`src/hdl/tlv_hex_tag_parser_unit_macros.svh`:
```
// assertion macros for the tlv hex tag parser
// used by tlvhp_parse and tlvhp_outq, needs clk and rst_n in scope
`ifndef TLV_HEX_TAG_PARSER_UNIT_MACROS_SVH
`define TLV_HEX_TAG_PARSER_UNIT_MACROS_SVH

// same-cycle implication
`define TLVHP_ASSERT_NOW(lbl, ante, cons, msg) \
  lbl: assert property (@(posedge clk) disable iff (!rst_n) (ante) |-> (cons)) else $error(msg);

// next-cycle implication
`define TLVHP_ASSERT_NXT(lbl, ante, cons, msg) \
  lbl: assert property (@(posedge clk) disable iff (!rst_n) (ante) |=> (cons)) else $error(msg);

`endif

```
`src/hdl/tlvhp_pkg.sv`:
```
// shared types and constants for the tlv hex tag parser
// no dependencies
package tlvhp_pkg;

  localparam int unsigned MAX_LEN_DEF     = 65535;
  localparam int unsigned OFFSET_BITS_DEF = 24;
  localparam int unsigned TAG_OFF_W       = 24;
  localparam int unsigned OUT_DATA_W      = 72;
  localparam int unsigned IN_DATA_W       = 8;
  localparam int unsigned CFG_AW          = 3;
  localparam int unsigned Q_DEPTH         = 4;
  localparam int unsigned Q_PTR_W         = 2;
  localparam int unsigned Q_CNT_W         = 3;

  localparam logic [1:0] KIND_HDR = 2'd0;
  localparam logic [1:0] KIND_VAL = 2'd1;
  localparam logic [1:0] KIND_END = 2'd2;
  localparam logic [1:0] KIND_ERR = 2'd3;

  localparam logic ERR_SHORT = 1'b0;
  localparam logic ERR_LEN   = 1'b1;

  localparam logic [0:0] REG_MASK_CTOR = 1'b0;

  localparam logic [7:0] CH_SPACE = 8'h20;
  localparam logic [7:0] CH_MINUS = 8'h2d;
  localparam logic [7:0] CH_ZERO  = 8'h30;
  localparam logic [7:0] CH_NINE  = 8'h39;

  typedef struct packed {
    logic [1:0]           kind;
    logic [15:0]          tag_value;
    logic                 ctor_flag;
    logic                 space_form;
    logic [15:0]          value_len;
    logic [TAG_OFF_W-1:0] tag_offset;
    logic [7:0]           value_byte;
    logic                 value_last;
    logic                 error_code;
    logic                 run_last;
  } rec_t;

endpackage

```
`src/hdl/tlvhp_parse.sv`:
```
// parser state and per-item decode, produces up to two records per item
// depends on tlvhp_pkg and tlv_hex_tag_parser_unit_macros.svh
`include "tlv_hex_tag_parser_unit_macros.svh"

module tlvhp_parse #(
  parameter int unsigned MAX_LEN     = tlvhp_pkg::MAX_LEN_DEF,
  parameter int unsigned OFFSET_BITS = tlvhp_pkg::OFFSET_BITS_DEF
) (
  input  logic              clk,
  input  logic              rst_n,
  input  logic              step,
  input  logic [7:0]        data_byte,
  input  logic              eom,
  input  logic              mask_ctor,
  output tlvhp_pkg::rec_t   rec0,
  output tlvhp_pkg::rec_t   rec1,
  output logic [1:0]        rec_cnt
);
  import tlvhp_pkg::*;

  localparam logic [2:0] PH_TAG    = 3'd0;
  localparam logic [2:0] PH_LEN0   = 3'd1;
  localparam logic [2:0] PH_DIGITS = 3'd2;
  localparam logic [2:0] PH_VALUE  = 3'd3;
  localparam logic [2:0] PH_DROP   = 3'd4;

  logic [2:0]             phase_r, phase_nxt;
  logic [1:0]             hex_r, hex_nxt;
  logic [15:0]            tag_r, tag_nxt;
  logic [15:0]            len_r, len_nxt;
  logic                   neg_r, neg_nxt;
  logic                   seen_r, seen_nxt;
  logic                   over_r, over_nxt;
  logic [15:0]            rem_r, rem_nxt;
  logic [OFFSET_BITS-1:0] off_r, off_nxt;
  logic [OFFSET_BITS-1:0] start_r, start_nxt;

  logic [15:0] hex_d;
  logic        is_digit;
  logic [19:0] len_v;
  logic [15:0] rem_dec;
  rec_t        hdr;
  rec_t        e0;
  logic        e0_v, end_v, len_byte;

  assign hex_d    = {8'h00, data_byte} - ((data_byte > CH_NINE) ? 16'h0037 : 16'h0030);
  assign is_digit = (data_byte >= CH_ZERO) && (data_byte <= CH_NINE);
  assign len_v    = {1'b0, len_r, 3'b000} + {3'b000, len_r, 1'b0}
                  + {16'h0000, data_byte[3:0]};
  assign rem_dec  = rem_r - 16'd1;

  always_comb begin
    hdr              = '0;
    hdr.kind         = KIND_HDR;
    hdr.tag_value    = mask_ctor ? {1'b0, tag_r[14:0]} : tag_r;
    hdr.ctor_flag    = tag_r[15];
    hdr.value_len    = len_r;
    hdr.tag_offset   = TAG_OFF_W'(start_r);
  end

  always_comb begin
    phase_nxt = phase_r;
    hex_nxt   = hex_r;
    tag_nxt   = tag_r;
    len_nxt   = len_r;
    neg_nxt   = neg_r;
    seen_nxt  = seen_r;
    over_nxt  = over_r;
    rem_nxt   = rem_r;
    off_nxt   = off_r + 1'b1;
    start_nxt = start_r;
    e0        = '0;
    e0_v      = 1'b0;
    end_v     = 1'b0;
    len_byte  = 1'b0;

    case (phase_r)
      PH_TAG: begin
        if (hex_r == 2'd0) start_nxt = off_r;
        tag_nxt = {tag_r[11:0], 4'h0} + hex_d;
        if (hex_r == 2'd3) begin
          hex_nxt   = 2'd0;
          phase_nxt = PH_LEN0;
        end else begin
          hex_nxt = hex_r + 2'd1;
        end
        if (eom) begin
          e0_v = 1'b1; e0.kind = KIND_ERR; e0.error_code = ERR_SHORT;
          phase_nxt = PH_DROP;
        end
      end
      PH_LEN0: begin
        if (data_byte == CH_SPACE) begin
          e0_v = 1'b1;
          e0 = hdr;
          e0.space_form = 1'b1;
          e0.value_len = '0;
          end_v = eom;
          phase_nxt = PH_TAG;
        end else begin
          phase_nxt = PH_DIGITS;
          if (data_byte == CH_MINUS) begin
            neg_nxt = 1'b1;
            if (eom) begin
              e0_v = 1'b1; e0.kind = KIND_ERR; e0.error_code = ERR_LEN;
              phase_nxt = PH_DROP;
            end
          end else begin
            len_byte = 1'b1;
          end
        end
      end
      PH_DIGITS: len_byte = 1'b1;
      PH_VALUE: begin
        rem_nxt = rem_dec;
        if (rem_dec == 16'd0) begin
          e0_v = 1'b1; e0.kind = KIND_VAL; e0.value_byte = data_byte; e0.value_last = 1'b1;
          end_v = eom;
          phase_nxt = PH_TAG;
        end else if (eom) begin
          e0_v = 1'b1; e0.kind = KIND_ERR; e0.error_code = ERR_SHORT;
          phase_nxt = PH_DROP;
        end else begin
          e0_v = 1'b1; e0.kind = KIND_VAL; e0.value_byte = data_byte;
        end
      end
      default: ;
    endcase

    if (len_byte) begin
      if (is_digit) begin
        seen_nxt = 1'b1;
        if (!over_r) begin
          if (len_v > 20'(MAX_LEN)) over_nxt = 1'b1;
          else len_nxt = len_v[15:0];
        end
        if (eom) begin
          e0_v = 1'b1; e0.kind = KIND_ERR;
          e0.error_code = (!neg_r && over_nxt) ? ERR_LEN : ERR_SHORT;
          phase_nxt = PH_DROP;
        end
      end else if (!seen_r || (!neg_r && over_r)) begin
        e0_v = 1'b1; e0.kind = KIND_ERR; e0.error_code = ERR_LEN;
        phase_nxt = PH_DROP;
      end else if (neg_r && (len_r != 16'd0 || over_r)) begin
        e0_v = 1'b1; e0.kind = KIND_ERR; e0.error_code = ERR_SHORT;
        phase_nxt = PH_DROP;
      end else if (len_r == 16'd0) begin
        e0_v = 1'b1; e0 = hdr;
        end_v = eom;
        phase_nxt = PH_TAG;
      end else if (eom) begin
        e0_v = 1'b1; e0.kind = KIND_ERR; e0.error_code = ERR_SHORT;
        phase_nxt = PH_DROP;
      end else begin
        e0_v = 1'b1; e0 = hdr;
        rem_nxt = len_r;
        phase_nxt = PH_VALUE;
      end
    end

    // back at a tag boundary, or message end: parse fields start over
    if ((phase_nxt == PH_TAG && phase_r != PH_TAG) || eom) begin
      phase_nxt = PH_TAG;
      hex_nxt   = '0;
      tag_nxt   = '0;
      len_nxt   = '0;
      neg_nxt   = 1'b0;
      seen_nxt  = 1'b0;
      over_nxt  = 1'b0;
      rem_nxt   = '0;
    end
    if (eom) begin
      off_nxt   = '0;
      start_nxt = '0;
    end
  end

  always_comb begin
    rec0          = e0;
    rec1          = '0;
    rec1.kind     = KIND_END;
    rec1.run_last = 1'b1;
    rec0.run_last = !end_v;
    rec_cnt       = {1'b0, e0_v} + {1'b0, end_v};
  end

  always_ff @(posedge clk) begin
    if (!rst_n) begin
      phase_r <= PH_TAG;
      hex_r   <= '0;
      tag_r   <= '0;
      len_r   <= '0;
      neg_r   <= 1'b0;
      seen_r  <= 1'b0;
      over_r  <= 1'b0;
      rem_r   <= '0;
      off_r   <= '0;
      start_r <= '0;
    end else if (step) begin
      phase_r <= phase_nxt;
      hex_r   <= hex_nxt;
      tag_r   <= tag_nxt;
      len_r   <= len_nxt;
      neg_r   <= neg_nxt;
      seen_r  <= seen_nxt;
      over_r  <= over_nxt;
      rem_r   <= rem_nxt;
      off_r   <= off_nxt;
      start_r <= start_nxt;
    end
  end

  `TLVHP_ASSERT_NXT(a_eom_restart, step && eom, phase_r == PH_TAG && off_r == '0, "state not cleared after message end")
  `TLVHP_ASSERT_NOW(a_second_is_end, rec_cnt == 2'd2, e0_v && end_v, "two records without end record")
  `TLVHP_ASSERT_NOW(a_value_has_rem, phase_r == PH_VALUE, rem_r != 16'd0, "value phase with nothing left")
  `TLVHP_ASSERT_NOW(a_drop_silent, phase_r == PH_DROP, rec_cnt == 2'd0, "record made while dropping")

endmodule

```
`src/hdl/tlvhp_outq.sv`:
```
// small result queue, takes up to two records per cycle while room is high, gives one while out_ready is high
// depends on tlvhp_pkg and tlv_hex_tag_parser_unit_macros.svh
`include "tlv_hex_tag_parser_unit_macros.svh"

module tlvhp_outq (
  input  logic            clk,
  input  logic            rst_n,
  input  logic [1:0]      push_cnt,
  input  tlvhp_pkg::rec_t rec0,
  input  tlvhp_pkg::rec_t rec1,
  output logic            room,
  output logic            out_valid,
  input  logic            out_ready,
  output tlvhp_pkg::rec_t out_rec
);
  import tlvhp_pkg::*;

  rec_t                 mem [Q_DEPTH];
  logic [Q_PTR_W-1:0]   wr_r, wr_nxt;
  logic [Q_PTR_W-1:0]   rd_r, rd_nxt;
  logic [Q_CNT_W-1:0]   cnt_r, cnt_nxt;
  logic [Q_PTR_W-1:0]   wr_p1;
  logic                 pop;

  assign pop       = out_valid && out_ready;
  assign out_valid = cnt_r != '0;
  assign out_rec   = mem[rd_r];
  assign room      = cnt_r <= Q_CNT_W'(Q_DEPTH - 2);
  assign wr_p1     = wr_r + 1'b1;
  assign wr_nxt    = wr_r + Q_PTR_W'(push_cnt);
  assign rd_nxt    = rd_r + Q_PTR_W'(pop);
  assign cnt_nxt   = cnt_r + Q_CNT_W'(push_cnt) - Q_CNT_W'(pop);

  always_ff @(posedge clk) begin
    if (push_cnt != 2'd0) mem[wr_r] <= rec0;
    if (push_cnt == 2'd2) mem[wr_p1] <= rec1;
  end

  always_ff @(posedge clk) begin
    if (!rst_n) begin
      wr_r  <= '0;
      rd_r  <= '0;
      cnt_r <= '0;
    end else begin
      wr_r  <= wr_nxt;
      rd_r  <= rd_nxt;
      cnt_r <= cnt_nxt;
    end
  end

  `TLVHP_ASSERT_NOW(a_push_room, push_cnt != 2'd0, room, "push without room")
  `TLVHP_ASSERT_NOW(a_cnt_bound, 1'b1, cnt_r <= Q_CNT_W'(Q_DEPTH), "queue count overflow")
  `TLVHP_ASSERT_NOW(a_ptr_track, 1'b1, Q_PTR_W'(rd_r + cnt_r[Q_PTR_W-1:0]) == wr_r, "queue pointers out of step")

endmodule

```
`src/hdl/tlv_hex_tag_parser_unit.sv`:
```
// channel       | dir | handshake                 | payload
// in_  stream   | in  | in_tvalid / in_tready     | tdata data_byte, tlast end_of_message
// out_ stream   | out | out_tvalid / out_tready   | tuser kind, tdata record, tlast run_last
// apb config    | in  | psel penable pwrite pready| paddr[2] register, pwdata[0] mask_ctor
// one item per cycle sustained while the queue has room: input register, decode, then a 4-entry queue
// an item can make two records; with out_tready high the queue never backs up
// first record shows on out_ after the input register and the queue, taken at an edge with out_tready high
// rst_n synchronous; in_tready drops only when the input register holds an item the
// queue has no room for, so a stalled out_ side stops input after a few items
module tlv_hex_tag_parser_unit #(
  parameter int unsigned MAX_LEN     = tlvhp_pkg::MAX_LEN_DEF,
  parameter int unsigned OFFSET_BITS = tlvhp_pkg::OFFSET_BITS_DEF
) (
  input  logic                                 clk,
  input  logic                                 rst_n,
  input  logic                                 in_tvalid,
  output logic                                 in_tready,
  input  logic [tlvhp_pkg::IN_DATA_W-1:0]      in_tdata,   // [7:0] data_byte
  input  logic                                 in_tlast,
  output logic                                 out_tvalid,
  input  logic                                 out_tready,
  // [15:0] tag_value, [16] ctor_flag, [17] space_form, [33:18] value_len,
  // [57:34] tag_offset, [65:58] value_byte, [66] value_last, [67] error_code, rest 0
  output logic [tlvhp_pkg::OUT_DATA_W-1:0]     out_tdata,
  output logic [1:0]                           out_tuser,  // [1:0] kind
  output logic                                 out_tlast,
  input  logic                                 psel,
  input  logic                                 penable,
  input  logic                                 pwrite,
  input  logic [tlvhp_pkg::CFG_AW-1:0]         paddr,
  input  logic [31:0]                          pwdata,
  output logic [31:0]                          prdata,
  output logic                                 pready
);
  import tlvhp_pkg::*;

  logic            inv_r, inv_nxt;
  logic [7:0]      byte_r;
  logic            eom_r;
  logic            mask_r;
  logic            fire, room, in_acc;
  rec_t            rec0, rec1, out_rec;
  logic [1:0]      rec_cnt;
  logic [1:0]      push_cnt;

  assign pready    = 1'b1;
  assign prdata    = (paddr[2] == REG_MASK_CTOR) ? {31'd0, mask_r} : 32'd0;
  assign fire      = inv_r && room;
  assign in_tready = !inv_r || fire;
  assign in_acc    = in_tvalid && in_tready;
  assign inv_nxt   = in_acc || (inv_r && !fire);
  assign push_cnt  = fire ? rec_cnt : 2'd0;

  always_ff @(posedge clk) begin
    if (!rst_n) begin
      inv_r  <= 1'b0;
      mask_r <= 1'b0;
    end else begin
      inv_r <= inv_nxt;
      if (psel && penable && pwrite && pready && paddr[2] == REG_MASK_CTOR) begin
        mask_r <= pwdata[0];
      end
    end
  end

  always_ff @(posedge clk) begin
    if (in_acc) begin
      byte_r <= in_tdata;
      eom_r  <= in_tlast;
    end
  end

  tlvhp_parse #(
    .MAX_LEN     (MAX_LEN),
    .OFFSET_BITS (OFFSET_BITS)
  ) u_parse (
    .clk       (clk),
    .rst_n     (rst_n),
    .step      (fire),
    .data_byte (byte_r),
    .eom       (eom_r),
    .mask_ctor (mask_r),
    .rec0      (rec0),
    .rec1      (rec1),
    .rec_cnt   (rec_cnt)
  );

  tlvhp_outq u_outq (
    .clk       (clk),
    .rst_n     (rst_n),
    .push_cnt  (push_cnt),
    .rec0      (rec0),
    .rec1      (rec1),
    .room      (room),
    .out_valid (out_tvalid),
    .out_ready (out_tready),
    .out_rec   (out_rec)
  );

  assign out_tuser = out_rec.kind;
  assign out_tlast = out_rec.run_last;
  assign out_tdata = {4'h0, out_rec.error_code, out_rec.value_last, out_rec.value_byte,
                      out_rec.tag_offset, out_rec.value_len, out_rec.space_form,
                      out_rec.ctor_flag, out_rec.tag_value};

endmodule

```
`config.mk`:
```
export PLATFORM = sky130hd
export DESIGN_NAME = tlv_hex_tag_parser_unit
export DESIGN_NICKNAME = d
export VERILOG_FILES = /design/src/hdl/tlvhp_pkg.sv /design/src/hdl/tlvhp_parse.sv /design/src/hdl/tlvhp_outq.sv /design/src/hdl/tlv_hex_tag_parser_unit.sv
export VERILOG_INCLUDE_DIRS = /design/src /design/src/hdl
export SDC_FILE = /design/constraint.sdc
export NUM_CORES = 1
export LEC_CHECK = 0
export ABC_AREA = 1
export BUFFER_PORTS_ARGS = -buffer_cell sky130_fd_sc_hd__buf_2
export CAP_MARGIN = 20
export CORE_MARGIN = 2
export CORE_UTILIZATION = 25
export DETAILED_ROUTE_END_ITERATION = 8
export GPL_TIMING_DRIVEN = 0
export SYNTH_ARGS = -nofsm -noshare
export SYNTH_HDL_FRONTEND = slang
export SYNTH_HIERARCHICAL = 1
export SYNTH_SLANG_ARGS = --single-unit
```
`constraint.sdc`:
```
create_clock -name clk -period 8.95 [get_ports clk]
set_input_delay 1.79 -clock clk [delete_from_list [all_inputs] [get_ports clk]]
set_output_delay 1.79 -clock clk [all_outputs]
set_load 0.01 [all_outputs]
```
# == Word-level counts from Yosys, hierarchy flattened ==
# Memories as Yosys holds them, arrays and structs flattened. A register that Yosys moved wholly into a read port is not among the register bits.
# Cells that the tools add are included.
# word_totals
regBits,122
mem_bits_rw,284
mem_count,1
# op_classes
addsub,13
n_lt_le_gt_ge,5
n_eq_ne,10
n_mux,111
bitwise,1
n_reduce_logical,43
# mem_list
memory,depth,word_bits,rd,rd_ports_with_merged_regs,wr,line_no,text
u_outq.mem,4,71,1,1,2,tlvhp_outq.sv:18,rec_t mem [Q_DEPTH];
# op_table
operator,n
$mux W67,5
$mux W16,16
$mux W71,2
$mux W24,4
$mux W58,1
$mux W3,16
$mux W1,45
$logic_not A16 Y1,2
$mux W2,14
$add A24 B1 Y24 const B,1
$add A19 B17 Y20,1
$add A20 B4 Y20,1
$gt A20 B16 Y1 const B,1
$pmux W9 S2,1
$add A16 B16 Y16,1
$eq A8 B6 Y1 const B,2
$mux W8,2
$reduce_bool A16 Y1,1
$reduce_bool A2 Y1,8
$sub A16 B1 Y16 const B,1
$sub A8 B16 Y16,1
$logic_and A1 B1 Y1,12
$pmux W3 S3,1
$ge A8 B6 Y1 const B,1
other kinds (26),43

# == Logic depth before layout (Yosys ltp) ==
# logic_depth
word_depth,14
mapped_depth,26

# == By module ==
# The synthesis kept the hierarchy.
# modules_own_cells
mod,n_inst,cells_per_inst,area_per_inst_um2
tlvhp_outq,1,1450,14108.5
tlvhp_parse,1,1287,8205.4
tlv_hex_tag_parser_unit,1,71,680.7

# == Worst setup path before layout ==
# No wires, ideal clock.
# synth_timing
path_type,flip-flop to flip-flop
start,reg u_parse.rem_r[0]
end,mem u_outq/mem[3][0] (netlist bit) (enable)
arrival_time_ns,7.853
slack_ns,0.492
stages_incl_launch_ff,19
n_path_buf,0
synth_period_minus_slack_ns,8.458
cell_sequence,dfxtp_1 inv_2 ha_1 nand2_2 nor2_4 nand3_1 nand2_1 inv_1 nand4_1 nor3_1 nand3_1 inv_1 o21ai_0 inv_1 ha_1 inv_1 nor2_1 nor2_1 o31ai_1
# synth_rtl
item,line_no,text
from (decl),tlvhp_parse.sv:34,"logic [15:0] rem_r, rem_nxt;"
from (signal assigned),tlvhp_parse.sv:208,rem_r <= rem_nxt;
to (decl),tlvhp_outq.sv:18,

==> results.toml <==
[run_status]
outcome = "completed"

[placement]
place_hpwl_um = 51900
gp_congestion = 0.919
port_buffers = 91

[floorplanning]
dieArea_sq_um = 94400
die_w_um = 307
start_util_pct = 25.2
die_h_um = 307
coreArea_sq_um = 91400
row_count = 111
ios = 161

[cts]
clock_sinks = 406
cts_resized = 0
post_cts_buffers = 0
path_clk_slew_ps = 60
cts_root_buffer = "clkbuf_16"
h-tree-depth = 2
clockBufferDepth = 3
clk_latency_ps = 590
cts_hold_buf = 0
cts_tree = "yes"
numCtsBuffers = 45

[cells_and_area]
area_delta_synth_final_pct = 17.2
diodes = 0
fin_util_pct = 29.5
layout_common_cells = "520 x nand2_1, 356 x nor2_1, 327 x o21ai_0, 293 x edfxtp_1, 277 x inv_1"
nets = 3169
drive_gt1_share_pct = 12.9
nFillCells = 9756
final_common_cell = "nand2_1"

[sta]
tns_ps = 0
fmax_ghz = 0.182
fin_worst_skew_ps = 32.1
period_needed_ps = 5490
tightest_slew_ps = 888
drv_slew = 0
rsz0062_at_grt = "false"
setup_viol = 0
period_share_pct = 61.3
finalHoldViolCount = 0
worst_slew_margin_rel_pct = 40.3

[setup_path]
critPathKind = "reg2reg"
cp.arrival_ps = 5760
end_kind = "flop"
path_max_fanout = 51
cp_slowest_cell = "o21ai_0"
max_stage_delay_ps = 620
timing.critical_path.buf_inv = 7
cp_top_family = "simple AND/OR/NAND/NOR gates"
cp_common_cell = "inv_1"
cp_data_required_time_ps = 9220
timing.critical_path.cells = "inv_2, ha_1, nand2_2, nor2_1, nand3_1, nand2_1, inv_1, nand4_1, nor3_1, nand3_1, inv_1, o21ai_0, inv_1, ha_1, inv_1, nor2_1, nor2_8, nand2_2, clkbuf_1, nand2_4, buf_16"
critPathLaunchType = "flop"

[power_and_ir_drop]
p_leak_nw = 9.81
ir_worst_vdd_uv = 152
fin_total_pwr_mw = 5.14
cellPowerDensity_nw_per_um2 = 191

[global_route]
grt_max_degree = 52
top_usage_layer = "met2"
antenna_found_initial = 1
track_usage_pct = 15.3
grt_pass1_vias = 18881
met3_usage_pct = 1.82
overflow = 0
grt_first_pass_wirelength_um = 112000
use_met1_pct = 19.8
met2_usage_pct = 26.3

[synthesis]
synth_cell_types = 56
ys_seq_elements = 406
ys_seq_area_share_pct = 48.1
syn_area_per_cell_sq_um = 8.19
netlist.area_leader.share_pct = 38.3
synth_area_leaders = "edfxtp_1 38%, dfxtp_1 9.8%, nand2_1 8.5%"
synth_ff_type = "edfxtp_1"
synth.yosys.warnings = 6
synth_edf_count = 293
syn_inst = 2808
yosysTopAreaCell = "edfxtp_1"
ys_async_sr_fraction_pct = 0
syn-cell-area_sq_um = 23000

[drt]
dr.pass1.iters = 5
post-route-drc-count = 0
drtAntennaViolNets = 0
viasPerCell = 4.63
avgRoutedWirePerCell_um = 17.2
wirelength_um = 73700
drt_first_iter_violations = 1785
vias = 19801

[worst_hold_path]
hp-class = "reg2reg"

[flow_run]
cap_violations = 0
[report_power, final]
part | internal [mW] | total [mW] | switching (mW)
combinational | 0.392 | 1.25 | 0.860
sequential | 2.06 | 2.11 | 0.0466
clock | 0.988 | 1.78 | 0.790
[tightest hold or removal path, delay by kind of cell (launching register included)]
family / cells / cell delay [ps]
buffers and inverters: 1 / 80
AO/OA/AOI/OAI: 1 / 50
flip-flops: 1 / 300
[cells in the mapped netlist (7+ instances only)]
cell type and n:
o21ai_1 181, nand2_1 523, nand2_2 9, a21oi_1 82, buf_6 28, inv_1 277, xor2_1 16, nor2_2 7
o21bai_2 9, nand3_1 84, buf_2 15, clkbuf_1 83, nor3_1 30, o21ai_0 327, dfxtp_1 113, edfxtp_1 293
xnor2_1 7, buf_4 114, nor2_1 356, inv_2 13, nand4_1 16, ha_1 54, o22ai_1 92
[cell families after synthesis]
group	Yosys count	share of synthesized area, %
and+or+nand+nor	1055	19.0
AOI/OAI and AO/OA	723	16.9
buffers and inverters	538	11.7
DFF	406	48.1
adders and majority gates	59	3.37
xor gates and xnor gates	23	0.876
other	4	0.0653
[metal layers]
| layer | up-vias | part of all wire, % |
|---|---|---|
| li1 | 9724 | - |
| met1 | 9278 | 42 |
| met2 | 690 | 49 |
| met3 | 107 | 6.4 |
| met4 | 2 | 2.6 |
| met5 | - | 0.014 |
[layout make-up]
cell class | instances | area, sq um | share of cell area [%]
clock inverters | 26 | 171 | 0.636
plain buffers | 247 | 1600 | 5.93
well taps | 1186 | 1480 | 5.51
flip-flops and latches | 406 | 11100 | 41.0
clock buffers | 56 | 1210 | 4.48
repair buffers | 101 | 668 | 2.48
inverters | 291 | 1090 | 4.05
multi-input cells | 1967 | 9670 | 35.9
[flip-flops by register name (all words and copies together) (netlist names)]
signal	flops
mask_r	1
byte_r	8
u_outq/mem	284
u_parse/neg_r	1
u_parse/len_r	16
u_outq/wr_r	2
u_parse/over_r	1
u_parse/start_r	24
inv_r	1
u_parse/phase_r	3
u_outq/rd_r	2
u_parse/off_r	24
eom_r	1
u_parse/tag_r	16
u_parse/seen_r	1
u_parse/hex_r	2
u_parse/rem_r	16
u_outq/cnt_r	3
[per-stage QoR]
step                instance area [sq um]  worst slack (ps)  std cells  hold slack, ps
finish                              27000              3460       4280             471
global route                        27000              3120       4280             486
CTS                                 27000              3520       4280             469
detailed placement                  25600              3550       4198             459
global placement                    25300             -5590       4188             452
floorplan                           23400               492       2911             437
[worst paths after layout]
| check | from | to | slack, ps | cells past startpoint |
|---|---|---|---|---|
| min reg2reg | u_parse/tag_r[12] | u_parse/tag_r[12] | 470 | 2 |
| min | u_parse/tag_r[12] | u_parse/tag_r[12] | 470 | 2 |
| max reg2reg | u_parse/rem_r[0] | u_outq/mem[1][39] | 3460 | 21 |
| max | u_parse/rem_r[0] | u_outq/mem[1][39] | 3460 | 21 |
(Power assumes the default switching activity.)
